## config.mk

```make
export PLATFORM = sky130hd
export DESIGN_NAME = tick_to_ohlcv_bar_aggregator
export DESIGN_NICKNAME = d
export VERILOG_FILES = /design/src/hdl/tob_pkg.sv /design/src/hdl/tick_to_ohlcv_bar_aggregator.sv /design/src/hdl/tob_front.sv /design/src/hdl/tob_queue.sv /design/src/hdl/tob_back.sv
export SDC_FILE = /design/constraint.sdc
export NUM_CORES = 2
export LEC_CHECK = 0
export CAP_MARGIN = 20
export CORE_ASPECT_RATIO = 2
export CORE_MARGIN = 1.5
export CORE_UTILIZATION = 25
export CTS_BUF_LIST = sky130_fd_sc_hd__clkbuf_16
export DETAILED_ROUTE_END_ITERATION = 10
export DONT_BUFFER_PORTS = 1
export GPL_TIMING_DRIVEN = 0
export PLACE_DENSITY = 0.36
export RECOVER_POWER = 100
export SYNTH_ARGS = -nofsm -noshare
export SYNTH_HDL_FRONTEND = slang
export SYNTH_SLANG_ARGS = --single-unit
```

## constraint.sdc

```tcl
create_clock -name i_clk -period 47.8 [get_ports i_clk]
set_clock_uncertainty 0.05 [all_clocks]
set_input_delay 7.17 -clock i_clk [delete_from_list [all_inputs] [get_ports i_clk]]
set_output_delay 7.17 -clock i_clk [all_outputs]
set_load 0.005 [all_outputs]
```

## src/hdl/tob_pkg.sv

```systemverilog
// ---------------------------------------------------------------------------
// tob_pkg
// Shared widths, codes and types of the tick to OHLCV bar aggregator.
// ---------------------------------------------------------------------------
package tob_pkg;

    // field widths
    localparam int TS_W      = 63;
    localparam int PRICE_W   = 32;
    localparam int VOL_W     = 32;
    localparam int IV_W      = 48;
    localparam int BAR_VOL_W = 48;

    // stream payload widths, padded to whole bytes
    localparam int IN_DATA_W  = 128;
    localparam int OUT_DATA_W = 240;

    // remainder step counter
    localparam int CNT_W = $clog2(TS_W);

    // input item kinds
    localparam logic FUNC_TICK  = 1'b0;
    localparam logic FUNC_FLUSH = 1'b1;

    // interval after reset, in ns
    localparam logic [IV_W-1:0] BAR_INTERVAL_RESET = IV_W'(64'd1000000000);

    // queue between front and back
    localparam int Q_DEPTH = 2;
    localparam int Q_PTR_W = $clog2(Q_DEPTH);

    // front sequencer states
    typedef enum logic [1:0] {
        FRONT_IDLE,
        FRONT_DIVIDE,
        FRONT_PUSH
    } t_front_state;

    // classified item handed from front to back
    typedef struct packed {
        logic               func;
        logic [TS_W-1:0]    start;
        logic [PRICE_W-1:0] price;
        logic [VOL_W-1:0]   vol;
    } t_bar_op;

endpackage

```

## src/hdl/tick_to_ohlcv_bar_aggregator.sv

```systemverilog
// ---------------------------------------------------------------------------
// tick_to_ohlcv_bar_aggregator
// Groups time-ordered trade ticks into OHLCV time bars.
// ---------------------------------------------------------------------------
// A trade tick occupies the input from its transfer until the next one: the
// front floors its timestamp to a multiple of the bar interval with a
// bit-serial remainder unit that takes one timestamp bit per cycle, then
// hands the item to a two-entry queue. A flush goes straight to the queue. The
// back side updates the open bar with each item and holds a finished bar in an
// output register, so a stalled output only stops the front once the queue is
// full. The bar interval is written through i_cfg_wr_en / i_cfg_wr_data; the user
// must write it only while idle, which the block does not enforce; zero acts as one.
module tick_to_ohlcv_bar_aggregator (
    input  logic                               i_clk,
    input  logic                               i_rst_n,
    // configuration
    input  logic                               i_cfg_wr_en,
    input  logic [tob_pkg::IV_W-1:0]           i_cfg_wr_data,
    // input stream
    input  logic                               s_axis_tvalid,
    output logic                               s_axis_tready,
    // tick_ts[62:0], trade_price[94:63], trade_volume[126:95], zero [127]
    input  logic [tob_pkg::IN_DATA_W-1:0]      s_axis_tdata,
    // func[0]
    input  logic                               s_axis_tuser,
    // output stream
    output logic                               m_axis_tvalid,
    input  logic                               m_axis_tready,
    // bar_begin_ts[62:0], open_price[94:63], high_price[126:95], low_price[158:127],
    // close_price[190:159], bar_volume[238:191], zero [239]
    output logic [tob_pkg::OUT_DATA_W-1:0]     m_axis_tdata
);

    localparam int PRICE_LO = tob_pkg::TS_W;
    localparam int VOL_LO   = PRICE_LO + tob_pkg::PRICE_W;

    logic [tob_pkg::IV_W-1:0]  r_bar_interval;

    logic              w_fr_valid;
    logic              w_fr_ready;
    tob_pkg::t_bar_op  w_fr_op;
    logic              w_q_valid;
    logic              w_q_ready;
    tob_pkg::t_bar_op  w_q_op;

    // interval register
    always_ff @(posedge i_clk) begin
        if (!i_rst_n) begin
            r_bar_interval <= tob_pkg::BAR_INTERVAL_RESET;
        end else if (i_cfg_wr_en) begin
            r_bar_interval <= i_cfg_wr_data;
        end
    end

    // front: accept and floor
    tob_front u_front (
        .i_clk      (i_clk),
        .i_rst_n    (i_rst_n),
        .i_valid    (s_axis_tvalid),
        .o_ready    (s_axis_tready),
        .i_func     (s_axis_tuser),
        .i_ts       (s_axis_tdata[tob_pkg::TS_W-1:0]),
        .i_price    (s_axis_tdata[PRICE_LO +: tob_pkg::PRICE_W]),
        .i_vol      (s_axis_tdata[VOL_LO +: tob_pkg::VOL_W]),
        .i_interval (r_bar_interval),
        .o_op_valid (w_fr_valid),
        .i_op_ready (w_fr_ready),
        .o_op       (w_fr_op)
    );

    // queue between the two sides
    tob_queue u_queue (
        .i_clk   (i_clk),
        .i_rst_n (i_rst_n),
        .i_valid (w_fr_valid),
        .o_ready (w_fr_ready),
        .i_op    (w_fr_op),
        .o_valid (w_q_valid),
        .i_ready (w_q_ready),
        .o_op    (w_q_op)
    );

    // back: bar update and output
    tob_back u_back (
        .i_clk       (i_clk),
        .i_rst_n     (i_rst_n),
        .i_op_valid  (w_q_valid),
        .o_op_ready  (w_q_ready),
        .i_op        (w_q_op),
        .o_out_valid (m_axis_tvalid),
        .i_out_ready (m_axis_tready),
        .o_out_data  (m_axis_tdata)
    );

endmodule

```

## src/hdl/tob_front.sv

```systemverilog
// ---------------------------------------------------------------------------
// tob_front
// Accepts input items and floors each tick's timestamp to its bar start
// with a bit-serial remainder unit, then pushes the item to the queue.
// ---------------------------------------------------------------------------
module tob_front (
    input  logic                          i_clk,
    input  logic                          i_rst_n,
    input  logic                          i_valid,
    output logic                          o_ready,
    input  logic                          i_func,
    input  logic [tob_pkg::TS_W-1:0]      i_ts,
    input  logic [tob_pkg::PRICE_W-1:0]   i_price,
    input  logic [tob_pkg::VOL_W-1:0]     i_vol,
    input  logic [tob_pkg::IV_W-1:0]      i_interval,
    output logic                          o_op_valid,
    input  logic                          i_op_ready,
    output tob_pkg::t_bar_op              o_op
);

    localparam logic [tob_pkg::CNT_W-1:0] CNT_LAST = tob_pkg::CNT_W'(tob_pkg::TS_W - 1);

    tob_pkg::t_front_state r_state, n_state;

    logic                          r_func;
    logic [tob_pkg::TS_W-1:0]      r_ts;
    logic [tob_pkg::PRICE_W-1:0]   r_price;
    logic [tob_pkg::VOL_W-1:0]     r_vol;
    logic [tob_pkg::IV_W-1:0]      r_iv;
    logic [tob_pkg::IV_W-1:0]      r_rem;
    logic [tob_pkg::CNT_W-1:0]     r_cnt;

    logic                          w_accept;
    logic [tob_pkg::IV_W:0]        w_trial;
    logic [tob_pkg::IV_W:0]        w_diff;
    logic                          w_fits;

    assign w_accept = i_valid && o_ready;

    // one remainder step: shift in the next timestamp bit, subtract if it fits
    assign w_trial = {r_rem, r_ts[r_cnt]};
    assign w_diff  = w_trial - {1'b0, r_iv};
    assign w_fits  = w_trial >= {1'b0, r_iv};

    // next state
    always_comb begin
        n_state = r_state;
        unique case (r_state)
            tob_pkg::FRONT_IDLE: begin
                if (w_accept) begin
                    n_state = (i_func == tob_pkg::FUNC_FLUSH) ? tob_pkg::FRONT_PUSH
                                                              : tob_pkg::FRONT_DIVIDE;
                end
            end
            tob_pkg::FRONT_DIVIDE: begin
                if (r_cnt == '0) begin
                    n_state = tob_pkg::FRONT_PUSH;
                end
            end
            tob_pkg::FRONT_PUSH: begin
                if (i_op_ready) begin
                    n_state = tob_pkg::FRONT_IDLE;
                end
            end
            default: n_state = tob_pkg::FRONT_IDLE;
        endcase
    end

    // outputs
    always_comb begin
        o_ready    = 1'b0;
        o_op_valid = 1'b0;
        unique case (r_state)
            tob_pkg::FRONT_IDLE:   o_ready    = 1'b1;
            tob_pkg::FRONT_DIVIDE: o_ready    = 1'b0;
            tob_pkg::FRONT_PUSH:   o_op_valid = 1'b1;
            default:               o_ready    = 1'b0;
        endcase
    end

    // bar start is the timestamp less its remainder
    always_comb begin
        o_op.func  = r_func;
        o_op.start = r_ts - {{(tob_pkg::TS_W - tob_pkg::IV_W){1'b0}}, r_rem};
        o_op.price = r_price;
        o_op.vol   = r_vol;
    end

    // state register
    always_ff @(posedge i_clk) begin
        if (!i_rst_n) begin
            r_state <= tob_pkg::FRONT_IDLE;
        end else begin
            r_state <= n_state;
        end
    end

    // item capture and remainder iteration
    always_ff @(posedge i_clk) begin
        if (w_accept) begin
            r_func  <= i_func;
            r_ts    <= i_ts;
            r_price <= i_price;
            r_vol   <= i_vol;
            // zero interval acts as one
            r_iv    <= (i_interval == '0) ? tob_pkg::IV_W'(1) : i_interval;
            r_rem   <= '0;
            r_cnt   <= CNT_LAST;
        end else if (r_state == tob_pkg::FRONT_DIVIDE) begin
            r_rem <= w_fits ? w_diff[tob_pkg::IV_W-1:0] : w_trial[tob_pkg::IV_W-1:0];
            r_cnt <= r_cnt - 1'b1;
        end
    end

endmodule

```

## src/hdl/tob_queue.sv

```systemverilog
// ---------------------------------------------------------------------------
// tob_queue
// Short first-in first-out queue of classified items between front and back.
// ---------------------------------------------------------------------------
module tob_queue (
    input  logic              i_clk,
    input  logic              i_rst_n,
    input  logic              i_valid,
    output logic              o_ready,
    input  tob_pkg::t_bar_op  i_op,
    output logic              o_valid,
    input  logic              i_ready,
    output tob_pkg::t_bar_op  o_op
);

    tob_pkg::t_bar_op                r_mem [tob_pkg::Q_DEPTH];
    logic [tob_pkg::Q_PTR_W-1:0]     r_wr_ptr;
    logic [tob_pkg::Q_PTR_W-1:0]     r_rd_ptr;
    logic [tob_pkg::Q_PTR_W:0]       r_count;

    logic w_push;
    logic w_pop;

    assign o_ready = r_count != (tob_pkg::Q_PTR_W + 1)'(tob_pkg::Q_DEPTH);
    assign o_valid = r_count != '0;
    assign o_op    = r_mem[r_rd_ptr];
    assign w_push  = i_valid && o_ready;
    assign w_pop   = o_valid && i_ready;

    // pointers and fill level
    always_ff @(posedge i_clk) begin
        if (!i_rst_n) begin
            r_wr_ptr <= '0;
            r_rd_ptr <= '0;
            r_count  <= '0;
        end else begin
            if (w_push) begin
                r_wr_ptr <= r_wr_ptr + 1'b1;
            end
            if (w_pop) begin
                r_rd_ptr <= r_rd_ptr + 1'b1;
            end
            if (w_push && !w_pop) begin
                r_count <= r_count + 1'b1;
            end else if (w_pop && !w_push) begin
                r_count <= r_count - 1'b1;
            end
        end
    end

    // entry storage
    always_ff @(posedge i_clk) begin
        if (w_push) begin
            r_mem[r_wr_ptr] <= i_op;
        end
    end

endmodule

```

## src/hdl/tob_back.sv

```systemverilog
// ---------------------------------------------------------------------------
// tob_back
// Keeps the open bar, updates it with each item and registers finished bars
// on the output stream.
// ---------------------------------------------------------------------------
module tob_back (
    input  logic                               i_clk,
    input  logic                               i_rst_n,
    input  logic                               i_op_valid,
    output logic                               o_op_ready,
    input  tob_pkg::t_bar_op                   i_op,
    output logic                               o_out_valid,
    input  logic                               i_out_ready,
    output logic [tob_pkg::OUT_DATA_W-1:0]     o_out_data
);

    localparam int PAD_W = tob_pkg::OUT_DATA_W - tob_pkg::TS_W - 4 * tob_pkg::PRICE_W
                           - tob_pkg::BAR_VOL_W;

    logic                              r_bar_open;
    logic [tob_pkg::TS_W-1:0]          r_start;
    logic [tob_pkg::PRICE_W-1:0]       r_open;
    logic [tob_pkg::PRICE_W-1:0]       r_high;
    logic [tob_pkg::PRICE_W-1:0]       r_low;
    logic [tob_pkg::PRICE_W-1:0]       r_close;
    logic [tob_pkg::BAR_VOL_W-1:0]     r_vol;
    logic                              r_out_valid;
    logic [tob_pkg::OUT_DATA_W-1:0]    r_out_data;

    logic                              w_pop;
    logic                              w_flush;
    logic                              w_new_bar;
    logic                              w_emit;
    logic [tob_pkg::BAR_VOL_W:0]       w_vol_sum;
    logic [tob_pkg::BAR_VOL_W-1:0]     w_vol_sat;

    assign o_op_ready  = !r_out_valid || i_out_ready;
    assign w_pop       = i_op_valid && o_op_ready;
    assign w_flush     = i_op.func == tob_pkg::FUNC_FLUSH;
    assign w_new_bar   = !r_bar_open || (i_op.start != r_start);
    assign w_emit      = r_bar_open && (w_flush || (i_op.start != r_start));
    assign o_out_valid = r_out_valid;
    assign o_out_data  = r_out_data;

    // running volume with saturation
    assign w_vol_sum = {1'b0, r_vol} + (tob_pkg::BAR_VOL_W + 1)'(i_op.vol);
    assign w_vol_sat = w_vol_sum[tob_pkg::BAR_VOL_W] ? '1 : w_vol_sum[tob_pkg::BAR_VOL_W-1:0];

    // open bar flag
    always_ff @(posedge i_clk) begin
        if (!i_rst_n) begin
            r_bar_open <= 1'b0;
        end else if (w_pop) begin
            r_bar_open <= !w_flush;
        end
    end

    // bar contents
    always_ff @(posedge i_clk) begin
        if (!i_rst_n) begin
            r_start <= '0;
            r_open  <= '0;
            r_high  <= '0;
            r_low   <= '0;
            r_close <= '0;
            r_vol   <= '0;
        end else if (w_pop) begin
            if (w_flush) begin
                r_start <= '0;
                r_open  <= '0;
                r_high  <= '0;
                r_low   <= '0;
                r_close <= '0;
                r_vol   <= '0;
            end else if (w_new_bar) begin
                r_start <= i_op.start;
                r_open  <= i_op.price;
                r_high  <= i_op.price;
                r_low   <= i_op.price;
                r_close <= i_op.price;
                r_vol   <= tob_pkg::BAR_VOL_W'(i_op.vol);
            end else begin
                if (i_op.price > r_high) begin
                    r_high <= i_op.price;
                end
                if (i_op.price < r_low) begin
                    r_low <= i_op.price;
                end
                r_close <= i_op.price;
                r_vol   <= w_vol_sat;
            end
        end
    end

    // output register
    always_ff @(posedge i_clk) begin
        if (!i_rst_n) begin
            r_out_valid <= 1'b0;
        end else if (w_pop) begin
            r_out_valid <= w_emit;
        end else if (i_out_ready) begin
            r_out_valid <= 1'b0;
        end
    end

    always_ff @(posedge i_clk) begin
        if (w_pop && w_emit) begin
            r_out_data <= {{PAD_W{1'b0}}, r_vol, r_close, r_low, r_high, r_open, r_start};
        end
    end

endmodule

```

==> metrics.md <==
| Metric | Value |
|---|---|
| Min-delay worst type | `reg -> reg` |
| Pwr Total | `2.85 mW` |
| Unrepaired setup endpoints after global routing | `false` |
| GR Util met1 | `17.0%` |
| Period utilisation layout | `27.1%` |
| Die Y | `603 um` |
| Ports | `424` |
| Most common cell after layout, fill and taps aside | `edfxtp_1` |
| Most frequent cells in the layout | `edfxtp_1 (671), dfxtp_1 (350), nand2_1 (275), a21oi_1 (245), nor2_1 (241)` |
| Layout cell share with drive strength beyond 1 | `7.45%` |
| Initial Util | `25.2%` |
| Async set or reset register ratio after synthesis | `0%` |
| R2R depth | `13` |
| Die area | `182,000 um^2` |
| Final WL | `169,000 um` |
| HPWL Detailed | `135,000 um` |
| Final core utilization | `28.9%` |
| Number of synthesized flops with an enable pin | `671` |
| Post-synthesis sequential area ratio | `60.4%` |
| CTS tree | `yes` |
| Fin cells | `6,269` |
| H-tree levels | `3` |
| Peak supply drop | `38.1 uV` |
| 1st-pass router iterations | `5` |
| Worst Path Arrival | `13,230 ps` |
| CTS resizes | `0` |
| Reg2Reg Capture Point | `u_back.o_out_data[70]$_DFFE_PP_` |
| Placer Congestion | `0.904` |
| WHS Path Cells | `0` |
| Min Tclk post-route | `12,950 ps` |
| GR peak layer | `met2` |
| Synth Flop Type | `edfxtp_1` |
| First-pass GRT wire length | `233,000 um` |
| Met3 Track Usage GR | `3.58%` |
| Hold path start | `u_front.r_price[10]$_DFFE_PP_` |
| Final setup vio count | `0` |
| Core ar. | `178,000 um^2` |
| Worst Setup End Kind | `flop` |
| Final net count | `4,230` |
| Static leakage | `18.4 nW` |
| CP Max Fanout | `30` |
| Vias in the first global route | `30,800` |
| PortBufs | `0` |
| Syn-to-layout area delta | `14.5%` |
| Synthesized area | `44,900 um^2` |
| Status | `finished, violations left` |
| Worst Tran Pin Value | `3510 ps` |
| WS Path Type | `in -> reg` |
| CP Data Required Time | `48,080 ps` |
| Via count | `29,100` |
| Initial antenna violation count | `19` |
| Final hold viol count | `0` |
| Rel. slew slack | `-134%` |
| Row count | `219` |
| Syn nets | `4,090` |
| Max-slew violations | `555` |
| Setup crit start kind | `primary input` |
| R2R setup slack | `39,560 ps` |
| Dpl cells | `6,066` |
| Post-DR wirelength/cell | `26.9 um` |
| Worst skew pair latency | `740 ps` |
| Distinct cells, synth | `85` |
| Setup tns final | `0 ps` |
| Cell area power density | `55.4 nW/um^2` |
| Failing checks | `max-capacitance violations, max-slew violations` |
| Number of DRC markers in iteration 0 | `1,418` |
| Register bit total from synthesis | `1,021` |
| Number of max-cap violations | `19` |
| Via-to-Cell Ratio | `4.64` |
| Syn avg cell area | `12.1 um^2` |
| Highest Clock Rate | `0.0772 GHz` |
| Clock sink count | `1,021` |
| DRC | `0` |
| Clock Path Buffers | `3` |
| Post-synthesis instance total | `3,712` |
| Congestion Overflow GR | `0` |
| Clock-pin transition on the worst setup and hold timing paths | `60 ps` |
| Post-CTS Hold Fix Bufs | `0` |
| Synth warnings | `0` |
| Die W | `303 um` |
| Largest net degree at the start of global routing | `66` |
| Post-route ant nets | `0` |
| CTS buffer count | `104` |
| Overall Global Routing Usage | `18.2%` |
| Setup bufs post-CTS | `0` |
| Hold Crit Endpoint | `u_queue.r_mem[1][42]$_DFFE_PP_` |
| Routing usage on met2 | `35.8%` |
| Root Buffer | `clkbuf_16` |
-- Yosys cell counts, types with 21 or more instances --
master,n,area [um^2]
a211oi_1,23,173
nor3_1,30,150
inv_1,193,724
nand4_1,41,257
o211ai_1,22,165
xor2_1,58,508
ha_1,193,2410
a22oi_1,36,270
o21a_1,21,158
nand3_1,78,390
a21oi_1,245,1230
o221ai_1,30,263
mux2i_1,150,1500
a21o_1,102,766
edfxtp_1,671,20100
o31ai_1,42,315
xnor2_1,142,1240
nand2_1,272,1020
nor2_1,240,901
mux2_2,65,732
dfxtp_1,350,7010
o2bb2ai_1,64,561
a31oi_1,25,156
o21ai_0,135,676
buf_2,29,145
and2_1,42,263
nor4_1,35,219
clkbuf_1,163,612
-- worst max-delay path by stage --
stage | startpoint | end | cells past startpoint | slack [ps]
floorplan | m_axis_tready | u_back.o_out_data[0]$_DFFE_PP_ | 5 | 27370
global placement | m_axis_tready | u_back.o_out_data[69]$_DFFE_PP_ | 5 | 18520
detailed placement | i_rst_n | u_back.r_vol[23]$_SDFFE_PN0P_ | 7 | 37420
CTS | i_rst_n | u_back.r_vol[10]$_SDFFE_PN0P_ | 7 | 38200
global route | m_axis_tready | u_back.o_out_data[70]$_DFFE_PP_ | 9 | 34370
finish | m_axis_tready | u_back.o_out_data[70]$_DFFE_PP_ | 9 | 34850
-- area by class of cell --
class	count	area, um^2
Fill cell	18500	127000
Sequential cell	1021	27200
Multi-Input combinational cell	2281	16100
Tap cell	2320	2900
Clock buffer	104	2600
Clock inverter	94	880
Buffer	215	868
Inverter	195	732
Timing Repair Buffer	34	228
Antenna cell	5	12.5
-- registers in the layout, indices dropped and copies added, names as in the netlist, 2 cells and up, named ones only --
register           count
u_front.r_state        2
u_back.r_vol          48
u_queue.r_mem        256
u_back.r_high         32
u_front.r_price       32
u_back.r_close        32
r_bar_interval        48
u_front.r_ts          63
u_back.r_start        63
u_back.r_open         32
u_back.r_low          32
u_front.r_iv          48
u_front.r_cnt          6
u_front.r_rem         48
u_back.o_out_data    239
u_front.r_vol         32
u_queue.r_count        2
-- metal layers --
metal / wire length (um) / vias to the layer above / part of all wire [%]
met5: 24 / - / 0.014
met4: 10600 / 4 / 6.3
met3: 8310 / 265 / 4.9
met2: 93400 / 746 / 55
met1: 56500 / 14200 / 33
li1: - / 13900 / -
-- cells by family (layout without fill, tap and decap cells) --
family	Yosys count	count (layout)	share of synthesized area [%]
multiplexers	235	235	5.97
adder cells (fa/ha/maj)	196	196	5.51
XOR/XNOR	200	200	3.90
flip-flops	1021	1021	60.4
AO/OA/AOI/OAI	829	829	12.2
buffers and inverters	410	642	3.64
AND/OR/NAND/NOR	820	820	8.37
other	1	6	0.00834
-- power breakdown --
| part | switching (mW) | internal, mW | leakage [nW] |
|---|---|---|---|
| clock network | 0.380 | 0.466 | 1.76 |
| registers | 0.0786 | 1.08 | 9.09 |
| logic | 0.567 | 0.278 | 7.51 |
-- metrics by stage --
step / worst slack [ps] / hold WS [ps] / area (um^2)
after floorplan: 27370 / 358 / 44900
after global placement: 18520 / 363 / 47800
after detailed placement: 37420 / 366 / 48600
after CTS: 38200 / 377 / 52000
after global routing: 34370 / 392 / 51500
final: 34850 / 380 / 51500
-- critical path, stage by stage --
cell and delay (ps):
nor2b_1 80, nor2_1 260, clkbuf_1 560, nand2_1 110
a21oi_1 770, clkbuf_1 780, clkbuf_1 1080, clkbuf_1 1060
clkbuf_1 1270
Note: power is estimated with default switching activity, not from simulation.
